<file path="config.mk">
export PLATFORM = sky130hd
export DESIGN_NAME = round_robin_shortest_remaining_scheduler_unit
export DESIGN_NICKNAME = d
export VERILOG_FILES = /design/src/hw/rtl/rrsrs_pkg.sv /design/src/hw/rtl/rrsrs_ctrl.sv /design/src/hw/rtl/rrsrs_dp.sv /design/src/hw/rtl/round_robin_shortest_remaining_scheduler_unit.sv
export VERILOG_INCLUDE_DIRS = /design/src /design/src/hw/rtl
export SDC_FILE = /design/constraint.sdc
export NUM_CORES = 1
export LEC_CHECK = 0
export ABC_AREA = 1
export BUFFER_PORTS_ARGS = -buffer_cell sky130_fd_sc_hd__buf_2
export CORE_ASPECT_RATIO = 0.9
export CORE_MARGIN = 4
export CORE_UTILIZATION = 50
export CTS_BUF_LIST = sky130_fd_sc_hd__clkbuf_4 sky130_fd_sc_hd__clkbuf_8
export DETAILED_ROUTE_END_ITERATION = 12
export HOLD_SLACK_MARGIN = 0.12
export PLACE_DENSITY = 0.69
export RECOVER_POWER = 100
export SETUP_SLACK_MARGIN = 0.15
export SLEW_MARGIN = 20
export SYNTH_ARGS = -nofsm -noshare
export SYNTH_HDL_FRONTEND = slang
export SYNTH_SLANG_ARGS = --single-unit
</file>
<file path="constraint.sdc">
create_clock -name clk_i -period 8.5 [get_ports clk_i]
set_input_delay 0.85 -clock clk_i [delete_from_list [all_inputs] [get_ports clk_i]]
set_output_delay 0.85 -clock clk_i [all_outputs]
set_load 0.01 [all_outputs]
</file>
<file path="src/hw/rtl/assert_macros.svh">
// ----------------------------------------------------------------------------
// Assertion macros
// Concurrent assertion wrappers, compiled out for synthesis.
// ----------------------------------------------------------------------------
`ifndef ASSERT_MACROS_SVH
`define ASSERT_MACROS_SVH

`ifndef SYNTHESIS
// Checked on every clock edge outside reset.
`define RRS_ASSERT(lbl, clk, rstn, prop) \
  lbl: assert property (@(posedge clk) disable iff (!(rstn)) (prop)) \
    else $error("assertion failed");
// Checked on every clock edge, reset included.
`define RRS_ASSERT_ALWAYS(lbl, clk, prop) \
  lbl: assert property (@(posedge clk) (prop)) \
    else $error("assertion failed");
`else
`define RRS_ASSERT(lbl, clk, rstn, prop)
`define RRS_ASSERT_ALWAYS(lbl, clk, prop)
`endif

`endif

</file>
<file path="src/hw/rtl/rrsrs_pkg.sv">
// ----------------------------------------------------------------------------
// rrsrs_pkg
// Shared types and constants of the shortest-remaining quantum scheduler.
// ----------------------------------------------------------------------------
`timescale 1ns / 1ps

package rrsrs_pkg;

  localparam int unsigned RRS_SLOTS = 16;

  localparam logic [7:0] RRS_QUANTUM_RST = 8'd4;

  // input word selector
  localparam logic CMD_TICK = 1'b1;

  typedef enum logic [1:0] {
    STATUS_ADDED = 2'd0,
    STATUS_FULL  = 2'd1,
    STATUS_RAN   = 2'd2,
    STATUS_IDLE  = 2'd3
  } status_e;

  // controller -> datapath
  typedef struct packed {
    logic capture;     // latch input word
    logic scan_clr;    // scan index to slot 0
    logic scan_inc;    // next slot
    logic best_clr;    // forget best candidate
    logic rd_en;       // slot memory read
    logic rd_run;      // read at running (or chosen) slot, else at scan index
    logic add_commit;  // finish add, emit result
    logic start_run;   // chosen slot becomes running job
    logic run_step;    // run one unit, emit result
    logic idle_tick;   // no job, emit idle result
  } rrs_cmd_t;

  // datapath -> controller
  typedef struct packed {
    logic in_tick;     // offered word is a tick
    logic run_active;
    logic slot_free;   // slot at scan index is free
    logic scan_last;   // scan index at last slot
    logic best_found;
    logic out_free;    // output register can take a result
  } rrs_sts_t;

endpackage

</file>
<file path="src/hw/rtl/rrsrs_ctrl.sv">
// ----------------------------------------------------------------------------
// rrsrs_ctrl
// Sequencer: add scan, minimum scan, run step.
// ----------------------------------------------------------------------------
`timescale 1ns / 1ps

module rrsrs_ctrl import rrsrs_pkg::*; (
  input  logic     clk_i,
  input  logic     rst_ni,
  input  logic     s_valid_i,
  output logic     s_ready_o,
  input  rrs_sts_t sts_i,
  output rrs_cmd_t cmd_o
);

  typedef enum logic [2:0] {
    S_IDLE,
    S_ADD_SCAN,
    S_SEL_SCAN,
    S_SEL_LAST,
    S_SEL_END,
    S_RUN_EXEC
  } state_e;

  state_e state_q, state_d;

  assign s_ready_o = (state_q == S_IDLE);

  always_comb begin
    state_d = state_q;
    cmd_o   = '0;
    case (state_q)
      S_IDLE: begin
        if (s_valid_i) begin
          cmd_o.capture  = 1'b1;
          cmd_o.scan_clr = 1'b1;
          cmd_o.best_clr = 1'b1;
          if (!sts_i.in_tick) begin
            state_d = S_ADD_SCAN;
          end else if (sts_i.run_active) begin
            cmd_o.rd_en  = 1'b1;
            cmd_o.rd_run = 1'b1;
            state_d      = S_RUN_EXEC;
          end else begin
            state_d = S_SEL_SCAN;
          end
        end
      end
      S_ADD_SCAN: begin
        if (sts_i.slot_free || sts_i.scan_last) begin
          if (sts_i.out_free) begin
            cmd_o.add_commit = 1'b1;
            state_d          = S_IDLE;
          end
        end else begin
          cmd_o.scan_inc = 1'b1;
        end
      end
      S_SEL_SCAN: begin
        cmd_o.rd_en = 1'b1;
        if (sts_i.scan_last) begin
          state_d = S_SEL_LAST;
        end else begin
          cmd_o.scan_inc = 1'b1;
        end
      end
      S_SEL_LAST: begin
        // last compare in flight
        state_d = S_SEL_END;
      end
      S_SEL_END: begin
        if (sts_i.best_found) begin
          cmd_o.start_run = 1'b1;
          cmd_o.rd_en     = 1'b1;
          cmd_o.rd_run    = 1'b1;
          state_d         = S_RUN_EXEC;
        end else if (sts_i.out_free) begin
          cmd_o.idle_tick = 1'b1;
          state_d         = S_IDLE;
        end
      end
      S_RUN_EXEC: begin
        if (sts_i.out_free) begin
          cmd_o.run_step = 1'b1;
          state_d        = S_IDLE;
        end
      end
      default: begin
        state_d = S_IDLE;
      end
    endcase
  end

  always_ff @(posedge clk_i or negedge rst_ni) begin
    if (!rst_ni) begin
      state_q <= S_IDLE;
    end else begin
      state_q <= state_d;
    end
  end

endmodule

</file>
<file path="src/hw/rtl/rrsrs_dp.sv">
// ----------------------------------------------------------------------------
// rrsrs_dp
// Slot table, minimum search, run bookkeeping and result register.
// ----------------------------------------------------------------------------
`timescale 1ns / 1ps
`include "assert_macros.svh"

module rrsrs_dp import rrsrs_pkg::*; #(
  parameter int unsigned SLOTS = RRS_SLOTS
) (
  input  logic        clk_i,
  input  logic        rst_ni,
  input  logic        in_cmd_i,
  input  logic [7:0]  in_job_i,
  input  logic [15:0] in_burst_i,
  input  logic        cfg_we_i,
  input  logic [7:0]  cfg_data_i,
  input  logic        out_ready_i,
  output logic        out_valid_o,
  output status_e     out_status_o,
  output logic [7:0]  out_id_o,
  output logic        out_fin_o,
  output logic [31:0] out_ftime_o,
  output logic [15:0] out_rem_o,
  input  rrs_cmd_t    cmd_i,
  output rrs_sts_t    sts_o
);

  localparam int unsigned IW = (SLOTS > 1) ? $clog2(SLOTS) : 1;
  localparam logic [IW-1:0] LastIdx = IW'(SLOTS - 1);

  logic [7:0]  job_mem [SLOTS];
  logic [15:0] rem_mem [SLOTS];

  logic [SLOTS-1:0] valid_q;
  logic [7:0]       in_job_q;
  logic [15:0]      in_burst_q;
  logic [IW-1:0]    scan_idx_q;
  logic [IW-1:0]    cmp_idx_q;
  logic             cmp_en_q;
  logic             best_found_q;
  logic [IW-1:0]    best_idx_q;
  logic [15:0]      best_rem_q;
  logic [7:0]       rd_job_q;
  logic [15:0]      rd_rem_q;
  logic             run_active_q;
  logic [IW-1:0]    run_slot_q;
  logic [7:0]       qused_q;
  logic [31:0]      time_q;
  logic [7:0]       quantum_q;
  logic             m_valid_q;
  status_e          status_q;
  logic [7:0]       id_q;
  logic             fin_q;
  logic [31:0]      ftime_q;
  logic [15:0]      orem_q;

  logic          slot_free;
  logic          out_free;
  logic          out_load;
  logic [IW-1:0] rd_addr;
  logic [IW-1:0] wr_addr;
  logic          job_we;
  logic          rem_we;
  logic [15:0]   rem_wdata;
  logic [15:0]   rem_next;
  logic [7:0]    qused_inc;
  logic [31:0]   time_next;
  logic          quantum_hit;
  logic          better;

  assign slot_free = !valid_q[scan_idx_q];
  assign out_free  = !m_valid_q || out_ready_i;
  assign out_load  = cmd_i.add_commit || cmd_i.run_step || cmd_i.idle_tick;

  assign sts_o.in_tick    = (in_cmd_i == CMD_TICK);
  assign sts_o.run_active = run_active_q;
  assign sts_o.slot_free  = slot_free;
  assign sts_o.scan_last  = (scan_idx_q == LastIdx);
  assign sts_o.best_found = best_found_q;
  assign sts_o.out_free   = out_free;

  assign rd_addr = cmd_i.rd_run ? (cmd_i.start_run ? best_idx_q : run_slot_q) : scan_idx_q;
  assign wr_addr = cmd_i.run_step ? run_slot_q : scan_idx_q;

  assign job_we    = cmd_i.add_commit && slot_free;
  assign rem_we    = job_we || cmd_i.run_step;
  assign rem_next  = (rd_rem_q != 16'd0) ? (rd_rem_q - 16'd1) : 16'd0;
  assign rem_wdata = cmd_i.run_step ? rem_next : in_burst_q;

  // saturating quantum counter
  assign qused_inc   = (qused_q != 8'hFF) ? (qused_q + 8'd1) : qused_q;
  assign time_next   = time_q + 32'd1;
  assign quantum_hit = (quantum_q != 8'd0) && (qused_inc == quantum_q);

  // strict less keeps the lowest slot on ties
  assign better = cmp_en_q && valid_q[cmp_idx_q] &&
                  (!best_found_q || (rd_rem_q < best_rem_q));

  // slot memories
  always_ff @(posedge clk_i) begin
    if (job_we) begin
      job_mem[wr_addr] <= in_job_q;
    end
    if (rem_we) begin
      rem_mem[wr_addr] <= rem_wdata;
    end
    if (cmd_i.rd_en) begin
      rd_job_q <= job_mem[rd_addr];
      rd_rem_q <= rem_mem[rd_addr];
    end
  end

  // payload
  always_ff @(posedge clk_i) begin
    if (cmd_i.capture) begin
      in_job_q   <= in_job_i;
      in_burst_q <= in_burst_i;
    end
    cmp_idx_q <= scan_idx_q;
    if (better) begin
      best_idx_q <= cmp_idx_q;
      best_rem_q <= rd_rem_q;
    end
    if (out_load) begin
      if (cmd_i.add_commit) begin
        status_q <= slot_free ? STATUS_ADDED : STATUS_FULL;
        id_q     <= 8'd0;
        fin_q    <= 1'b0;
        ftime_q  <= 32'd0;
        orem_q   <= 16'd0;
      end else if (cmd_i.run_step) begin
        status_q <= STATUS_RAN;
        id_q     <= rd_job_q;
        orem_q   <= rem_next;
        fin_q    <= (rem_next == 16'd0);
        ftime_q  <= (rem_next == 16'd0) ? time_next : 32'd0;
      end else begin
        status_q <= STATUS_IDLE;
        id_q     <= 8'd0;
        fin_q    <= 1'b0;
        ftime_q  <= 32'd0;
        orem_q   <= 16'd0;
      end
    end
  end

  // control state
  always_ff @(posedge clk_i or negedge rst_ni) begin
    if (!rst_ni) begin
      valid_q      <= '0;
      scan_idx_q   <= '0;
      cmp_en_q     <= 1'b0;
      best_found_q <= 1'b0;
      run_active_q <= 1'b0;
      run_slot_q   <= '0;
      qused_q      <= 8'd0;
      time_q       <= 32'd0;
      quantum_q    <= RRS_QUANTUM_RST;
      m_valid_q    <= 1'b0;
    end else begin
      if (cfg_we_i) begin
        quantum_q <= cfg_data_i;
      end
      if (cmd_i.scan_clr) begin
        scan_idx_q <= '0;
      end else if (cmd_i.scan_inc) begin
        scan_idx_q <= scan_idx_q + IW'(1);
      end
      cmp_en_q <= cmd_i.rd_en && !cmd_i.rd_run;
      if (cmd_i.best_clr) begin
        best_found_q <= 1'b0;
      end else if (better) begin
        best_found_q <= 1'b1;
      end
      if (job_we) begin
        valid_q[scan_idx_q] <= 1'b1;
      end
      if (cmd_i.start_run) begin
        run_active_q <= 1'b1;
        run_slot_q   <= best_idx_q;
        qused_q      <= 8'd0;
      end
      if (cmd_i.idle_tick) begin
        time_q <= time_next;
      end
      if (cmd_i.run_step) begin
        time_q <= time_next;
        if (rem_next == 16'd0) begin
          valid_q[run_slot_q] <= 1'b0;
          run_active_q        <= 1'b0;
          qused_q             <= 8'd0;
        end else if (quantum_hit) begin
          run_active_q <= 1'b0;
          qused_q      <= 8'd0;
        end else begin
          qused_q <= qused_inc;
        end
      end
      if (out_load) begin
        m_valid_q <= 1'b1;
      end else if (out_ready_i) begin
        m_valid_q <= 1'b0;
      end
    end
  end

  assign out_valid_o  = m_valid_q;
  assign out_status_o = status_q;
  assign out_id_o     = id_q;
  assign out_fin_o    = fin_q;
  assign out_ftime_o  = ftime_q;
  assign out_rem_o    = orem_q;

  // running job always sits in a live slot
  `RRS_ASSERT(a_run_slot_live, clk_i, rst_ni, run_active_q |-> valid_q[run_slot_q])
  // quantum count only moves while a job holds the processor
  `RRS_ASSERT(a_qused_idle, clk_i, rst_ni, !run_active_q |-> (qused_q == 8'd0))
  // a job is only started from a completed search with a winner
  `RRS_ASSERT(a_start_found, clk_i, rst_ni, cmd_i.start_run |-> (best_found_q && !run_active_q))
  // never overwrite a result that has not been taken
  `RRS_ASSERT(a_no_overwrite, clk_i, rst_ni, out_load |-> (!m_valid_q || out_ready_i))
  `RRS_ASSERT_ALWAYS(a_rst_quiet, clk_i, !rst_ni |-> !m_valid_q)

endmodule

</file>
<file path="src/hw/rtl/round_robin_shortest_remaining_scheduler_unit.sv">
// ----------------------------------------------------------------------------
// round_robin_shortest_remaining_scheduler_unit
// Quantum scheduler picking the ready job with the least remaining time.
// ----------------------------------------------------------------------------
//
//   channel  dir  fields (lsb first)                                   width
//   s_axis   in   tuser: command | tdata: job_id, burst                1 / 24
//   m_axis   out  tuser: status  | tdata: ran_id, finished,            2 / 64
//                                  finish_time, remaining_left
//   cfg      in   cfg_wr_data_i: quantum, written when cfg_wr_en_i     8
//
// Per word: an add scans from slot 0 to a free slot (or the last slot); a tick
// with a running job reads its slot and runs a step; any other tick scans all
// slots (one slot read per cycle), then last compare, decision, run step or idle.
// Reset (rst_ni low, async) clears valid bits, running job and time; quantum 4.
// A result waits in the output register while the next word is accepted; a
// word stalls only when its result is ready before the previous one is taken.
// ----------------------------------------------------------------------------
`timescale 1ns / 1ps

module round_robin_shortest_remaining_scheduler_unit import rrsrs_pkg::*; #(
  parameter int unsigned SLOTS = RRS_SLOTS
) (
  input  logic        clk_i,
  input  logic        rst_ni,
  // input words
  input  logic        s_axis_tvalid,
  output logic        s_axis_tready,
  input  logic [23:0] s_axis_tdata,  // [7:0] job_id, [23:8] burst
  input  logic        s_axis_tuser,  // [0] command: 0 add, 1 tick
  // result words
  output logic        m_axis_tvalid,
  input  logic        m_axis_tready,
  output logic [63:0] m_axis_tdata,  // [7:0] ran_id, [8] finished,
                                     // [40:9] finish_time, [56:41] remaining_left
  output logic [1:0]  m_axis_tuser,  // [1:0] status
  // quantum register
  input  logic        cfg_wr_en_i,
  input  logic [7:0]  cfg_wr_data_i
);

  rrs_cmd_t    cmd;
  rrs_sts_t    sts;
  status_e     out_status;
  logic [7:0]  out_id;
  logic        out_fin;
  logic [31:0] out_ftime;
  logic [15:0] out_rem;

  // Sequencer: decides add scan / minimum scan / run step per word.
  rrsrs_ctrl u_ctrl (
    .clk_i     (clk_i),
    .rst_ni    (rst_ni),
    .s_valid_i (s_axis_tvalid),
    .s_ready_o (s_axis_tready),
    .sts_i     (sts),
    .cmd_o     (cmd)
  );

  // Slot table, search registers, time/quantum state, result register.
  rrsrs_dp #(
    .SLOTS (SLOTS)
  ) u_dp (
    .clk_i        (clk_i),
    .rst_ni       (rst_ni),
    .in_cmd_i     (s_axis_tuser),
    .in_job_i     (s_axis_tdata[7:0]),
    .in_burst_i   (s_axis_tdata[23:8]),
    .cfg_we_i     (cfg_wr_en_i),
    .cfg_data_i   (cfg_wr_data_i),
    .out_ready_i  (m_axis_tready),
    .out_valid_o  (m_axis_tvalid),
    .out_status_o (out_status),
    .out_id_o     (out_id),
    .out_fin_o    (out_fin),
    .out_ftime_o  (out_ftime),
    .out_rem_o    (out_rem),
    .cmd_i        (cmd),
    .sts_o        (sts)
  );

  // pack result word, pad to 8 bytes
  assign m_axis_tdata = {7'd0, out_rem, out_ftime, out_fin, out_id};
  assign m_axis_tuser = out_status;

endmodule

</file>
== Yosys cells after proc, flatten, opt, wreduce, memory -nomap -nowiden ==
Memories as Yosys holds them, arrays and structs flattened. A register that Yosys moved wholly into a read port is not among the register bits.
Cells that the tools add are included.

* Register bits: 186
* RAM bits: 384
* Input port bits: 38
* Output and inout bits: 68
* Word-level logic and storage cells: 146
* Memories: 2

* $add $sub $neg: 4
* $lt $le $gt $ge: 6
* Eq/ne operators: 11
* Multiplexer cells: 68
* Bitwise logic cells: 5
* Reductions and logical operators: 29

{| class="wikitable"
|+ Memories
! memory !! words !! width !! read ports !! clocked after Yosys merged registers in !! write ports !! line !! text
|-
| u_dp.rem_mem || 16 || 16 || 1 || 1 || 1 || rrsrs_dp.sv:33 || <nowiki>logic [15:0] rem_mem [SLOTS];</nowiki>
|-
| u_dp.job_mem || 16 || 8 || 1 || 1 || 1 || rrsrs_dp.sv:32 || <nowiki>logic [7:0] job_mem [SLOTS];</nowiki>
|}

{| class="wikitable"
|+ Operators by type and width
! operator !! number
|-
| two-way mux 16 bit || 5
|-
| two-way mux 32 bit || 2
|-
| two-way mux 8 bit || 5
|-
| adder 32 x 1 -> 32 bit, second input constant || 1
|-
| two-way mux 1 bit || 29
|-
| two-way mux 3 bit || 8
|-
| two-way mux 4 bit || 5
|-
| case mux 3 bit (6 select lines) || 1
|-
| bitwise AND 16 bit || 1
|-
| zero test 16 bit || 1
|-
| less-than comparator 16 bit || 1
|-
| inverter 16 bit || 1
|-
| bitwise OR 16 bit || 1
|-
| nonzero test 16 bit || 1
|-
| subtractor 16 x 1 -> 16 bit, second input constant || 1
|-
| less-than comparator 4 x 5 -> 1 bit, second input constant || 3
|-
| two-way mux 2 bit || 6
|-
| nonzero test 2 bit || 5
|-
| adder 8 x 1 -> 8 bit, second input constant || 1
|-
| binary-select mux 1 bit (select 4 bit) || 2
|-
| demux 1 bit (select 4 bit) || 2
|-
| equality test 8 bit || 1
|-
| >= comparator 4 x 1 -> 1 bit, second input constant || 2
|-
| != test 8 bit, second input constant || 1
|-
| 18 further kinds || 37
|}

== Depth between registers and ports, before layout ==
* Depth in word-level cells: 11
* Gate-level depth with buffers: 15
* Depth with buffers taken out: 14

== By module ==
From an unflattened synthesis, not the netlist that was laid out.

* Cell total of the unflattened synthesis: 2,463
* Area total of the unflattened synthesis: 26,551.7 sq um

{| class="wikitable"
|+ By module, submodules not included
! module !! times used !! cells an instance !! area an instance (sq um) !! seq. area each (sq um)
|-
| rrsrs_dp || 1 || 2,399 || 26,165.1 || 17,327.9
|-
| rrsrs_ctrl || 1 || 55 || 322.8 || 75.1
|-
| round_robin_shortest_remaining_scheduler_unit || 1 || 9 || 63.8 || 0.0
|}

== Worst setup path before layout ==
OpenSTA, ideal clock, no wires.

* Kind: in2reg
* Start: input port m_axis_tready
* End: register u_dp.fin_q, in the netlist u_dp.out_fin_o, enable pin
* Setup time: 0.656 ns
* Arrival: 2.828 ns
* Data required time: 7.844 ns
* Setup slack: 5.016 ns
* Stages: 5
* Buffers on the path: 1
* Cell sequence: nor2_1 nor3_1 nor2_1 clkbuf_1 nand2_1

* Word-level cells in the longest chain between the ends: 6
* Elaborated cells on any way between the ends: 9

{| class="wikitable"
|+ RTL lines
! what !! line !! text
|-
| start, declared || round_robin_shortest_remaining_scheduler_unit.sv:33 || <nowiki>input logic m_axis_tready,</nowiki>
|-
| logical OR 1 bit * || rrsrs_dp.sv:73 || <nowiki>assign out_free = !m_valid_q || out_ready_i;</nowiki>
|-
| two-way mux 1 bit * || rrsrs_ctrl.sv:51, rrsrs_ctrl.sv:77, rrsrs_ctrl.sv:83 ||
|-
| two-way mux 1 bit || rrsrs_ctrl.sv:50 || <nowiki>if (sts_i.slot_free || sts_i.scan_last) begin</nowiki>
|-
| two-way mux 1 bit || rrsrs_ctrl.sv:32 || <nowiki>case (state_q)</nowiki>
|-
| logical OR 1 bit || rrsrs_dp.sv:74 || <nowiki>assign out_load = cmd_i.add_commit || cmd_i.run_step || cmd_i.idle_tick;</nowiki>
|-
| logical OR 1 bit * || rrsrs_dp.sv:74 ||
|-
| named net u_dp.out_load || rrsrs_dp.sv:60 || <nowiki>logic out_load;</nowiki>
|-
| end signal, assigned || rrsrs_dp.sv:136 || <nowiki>fin_q <= (rem_next == 16'd0);</nowiki>
|-
| end, declared || rrsrs_dp.sv:54 || <nowiki>logic fin_q;</nowiki>
|}

Mark *: on every way through the listed nets, which the timed path passes. The rest lies on a longest branch.
A chain may end at the register's enable or synchronous reset.

== Worst setup path after layout ==
* Start: register u_ctrl.state_q[1]
* End: register u_dp.rd_job_q[1] (read register of u_dp.job_mem) (data pin)

* Word-level cells in the longest chain between the ends: 4
* Elaborated cells on any way between the ends: 8

{| class="wikitable"
|+ RTL lines
! what !! line !! text
|-
| start, declared || rrsrs_ctrl.sv:25 || <nowiki>state_e state_q, state_d;</nowiki>
|-
| start signal, assigned || rrsrs_ctrl.sv:98 || <nowiki>state_q <= state_d;</nowiki>
|-
| equality test 3 bit || rrsrs_ctrl.sv:32 ||
|-
| two-way mux 1 bit || rrsrs_ctrl.sv:32 ||
|-
| two-way mux 4 bit || -- ||
|-
| two-way mux 4 bit || rrsrs_dp.sv:83 || <nowiki>assign rd_addr = cmd_i.rd_run ? (cmd_i.start_run ? best_idx_q : run_slot_q) : scan_idx_q;</nowiki>
|-
| end, declared || rrsrs_dp.sv:44 || <nowiki>logic [7:0] rd_job_q;</nowiki>
|}

Several ways; a longest one is shown, not always the timed one.

==> metrics <==
Synth Area in Compound Gates=0.0290; leakage=13.0 nW; minimum clock period=6.42 ns; Worst Setup SP=u_ctrl.state_q[1]; std cell rows=81; largest family of logic cells by synthesized area=simple AND/OR/NAND/NOR gates; die height=231 microns; chip width=256 microns; layout cells sized above 1=0.0849; DR iter-0 viols=1966; Setup CP Type=flip-flop to flip-flop; Final Net Count=3054; Max-Cap Viols=18; area grow syn2layout=9.90%; first-pass detailed-route iteration total=6; post-synthesis mux area share=0; Skew-Pair Late Insertion Delay=0.70 ns; delay-heaviest family, CP=simple AND/OR/NAND/NOR gates; worst hold slack=0.330 ns; sequential share of the synthesized area=0.627; end of the critical path=u_dp.rd_job_q[1]; Cell Area, Synth=27700 sq um; worst flop-to-flop path startpoint=u_ctrl.state_q[1]; Syn Inst Count=2867; async set-or-reset flop fraction in the synthesized netlist=0.133; Max Slew Vio Count=488; post-synthesis simple-gate area fraction=0.221; worst reg2reg path depth=12; vias in the first global route=19506; commonest non-fill, non-tap cell in the layout=nand2_1; Slew HR=-1.24; crit path cell chain=nor2_1, nand2_1, nor2_4, nand3_2, nand2_4, nand2_1, o21ai_0, buf_4, clkinvlp_2, nand3_1, nand3_1, nand2_1; H-Tree Depth=3; Clock Tree Buf Depth=3; FF-to-FF End=u_dp.rd_job_q[1]; CP peak stage delay=2.17 ns; critical path's slowest cell=clkinvlp_2; WP depth=12; Buffers on Ports=98; Post-Route Setup TNS=0 ns; worst path arrival time=6.96 ns; dominant synthesized flop cell=edfxtp_1; most frequent cells in the layout=nand2_1 (668), inv_1 (561), edfxtp_1 (511); dpl hpwl=43000 microns; Via Count=20146; adder and majority gate portion of the synthesized area=0.00992; total grt overflow=0; endpoints failing setup=0; CTS tree=built; Fin. Hold Viols=0; GRT Total Usage=0.234; peak supply drop=0.298 mV; post-CTS setup buffers=0; via/cell ratio=5.34; core area=54600 sq um; RSZ-0062 raised after global routing=false; crit-path most repeated cell=nand2_1; per-cell routed wire length=18.6 microns; Starting Density=0.508; CTS Buf Count=95; Clock Sinks=594; Reg2Reg Setup Slack=2.08 ns; Worst Setup End Kind=flip-flop; Synth Register Bits=594; Critical Path Start Type=flip-flop; Clock Root Buffer=clkbuf_8; pin count of the biggest net entering global routing=96; Final Cycle Share=0.755; clock slew at reported path FFs=0.06 ns; worst-margin pin slew=3.36 ns; Final Wtd Congestion=0.909; Synth Area per Inst=9.68 sq um; # DRC=0; critical path buffer and inverter count=2; Post-synth EDFFs=511; CP max FO=49; Routed WL=70100 microns; Ys Warns=0; Die ar.=59300 sq um; first-pass GRT wire length=109000 microns; Unique masters post-synth=43; # IOs=106; data required time of the worst path=9.04 ns; Worst Hold Class=input port to flip-flop; status=complete, but fails checks; Final ANT Viol Nets=0; Worst Skew=0.0272 ns; fmax=156 MHz; Synth Area in XOR/XNOR=0.0107; initial antenna violation count=3; failing checks=capacitance limit, slew limit; pwr dens=324 nW/um^2
[per-layer routing]
metal,track usage,routed length [microns],up-vias
met2,0.361,31400,903
met5,0,0,-
li1,-,-,9529
met4,0.0893,2350,0
met3,0.0564,6710,180
met1,0.324,29600,9534
[registers in the layout, indices dropped and copies added, names as in the netlist, 2 cells and up]
| signal | count |
|---|---|
| u_ctrl.state_q | 3 |
| u_dp.best_idx_q | 4 |
| u_dp.best_rem_q | 16 |
| u_dp.cmp_idx_q | 4 |
| u_dp.in_burst_q | 16 |
| u_dp.in_job_q | 8 |
| u_dp.job_mem | 128 |
| u_dp.out_ftime_o | 32 |
| u_dp.out_id_o | 8 |
| u_dp.out_rem_o | 16 |
| u_dp.out_status_o | 2 |
| u_dp.quantum_q | 8 |
| u_dp.qused_q | 8 |
| u_dp.rd_job_q | 8 |
| u_dp.rd_rem_q | 16 |
| u_dp.rem_mem | 256 |
| u_dp.run_slot_q | 4 |
| u_dp.scan_idx_q | 4 |
| u_dp.time_q | 32 |
| u_dp.valid_q | 16 |
[metrics by stage]
step                      std cells  power [mW]   util  cell area [sq um]  setup slack, ns
after CTS                      3769        9.96  0.564              30800             3.80
after global routing           3771        10.5  0.558              30500             1.77
final                          3771        9.89  0.558              30500             2.08
after detailed placement       3601        7.46  0.529              28900             3.42
after global placement         3601        7.36  0.528              28900             3.63
after floorplan                2873        6.41      -              27800             5.02
[worst register-to-register path, delay by kind of cell, from the launching register on]
kind | cells | cell delay, ns
and+or+nand+nor | 9 | 2.91
buffers and inverters | 2 | 2.86
DFF | 1 | 0.39
AOI/OAI and AO/OA | 1 | 0.10
[synth_stat cells, types with 13 or more instances]
cell type  number  share of area
buf_4          26         0.0070
nand4_1        38         0.0086
nor2_1        149          0.020
nand3_1       452          0.082
nor3_1         19         0.0034
inv_1         560          0.076
buf_2          47         0.0085
ha_1           22         0.0099
nor2_2         36         0.0081
edfxtp_1      511           0.55
xor2_1         31         0.0098
dfrtp_1        78          0.070
a21oi_1        20         0.0036
buf_6          13         0.0053
clkbuf_1       28         0.0038
nand2_1       664          0.090
o21ai_0        83          0.015
[cell type report]
class	count	area, sq um
clock buffer	134	1650
clock inverter	33	253
inverter	565	2120
tap	705	882
antenna	2	5.00
multi-input combinational	1595	7540
fill	4731	24100
sequential	594	17400
timing repair buffer	143	632
[power breakdown]
part           switching, mW  internal, mW  total (mW)  leakage, nW
sequential             0.351          3.81        4.16         5.66
clock                   1.12          1.37        2.49         1.01
combinational           2.36         0.875        3.24         6.36
[what timing repair did]
| item | 4_1_cts | 5_1_grt |
|---|---|---|
| resized for setup | 0 | 0 |
| hold buffers | 1 | 0 |
| endpoints found under the hold margin | 20 | 0 |
[how the worst min path moves through the flow]
| stage | start | to | slack, ns | depth (start not counted) |
|---|---|---|---|---|
| after floorplan | u_dp.scan_idx_q[0] | u_dp.cmp_idx_q[0] | 0.39 | 0 |
| after global placement | u_dp.scan_idx_q[3] | u_dp.cmp_idx_q[3] | 0.45 | 0 |
| after detailed placement | u_dp.scan_idx_q[3] | u_dp.cmp_idx_q[3] | 0.47 | 0 |
| after CTS | s_axis_tdata[0] | u_dp.in_job_q[0] | 0.27 | 1 |
| after global routing | s_axis_tdata[2] | u_dp.in_job_q[2] | 0.28 | 1 |
| final | s_axis_tdata[7] | u_dp.in_job_q[7] | 0.33 | 1 |
[logic make-up after synthesis]
kind of cell | Yosys count
and+or+nand+nor | 1389
buffers and inverters | 684
xor gates and xnor gates | 34
DFF | 594
other | 1
AOI/OAI and AO/OA | 143
adders and majority gates | 22
Power figures use the tool's default switching activity.
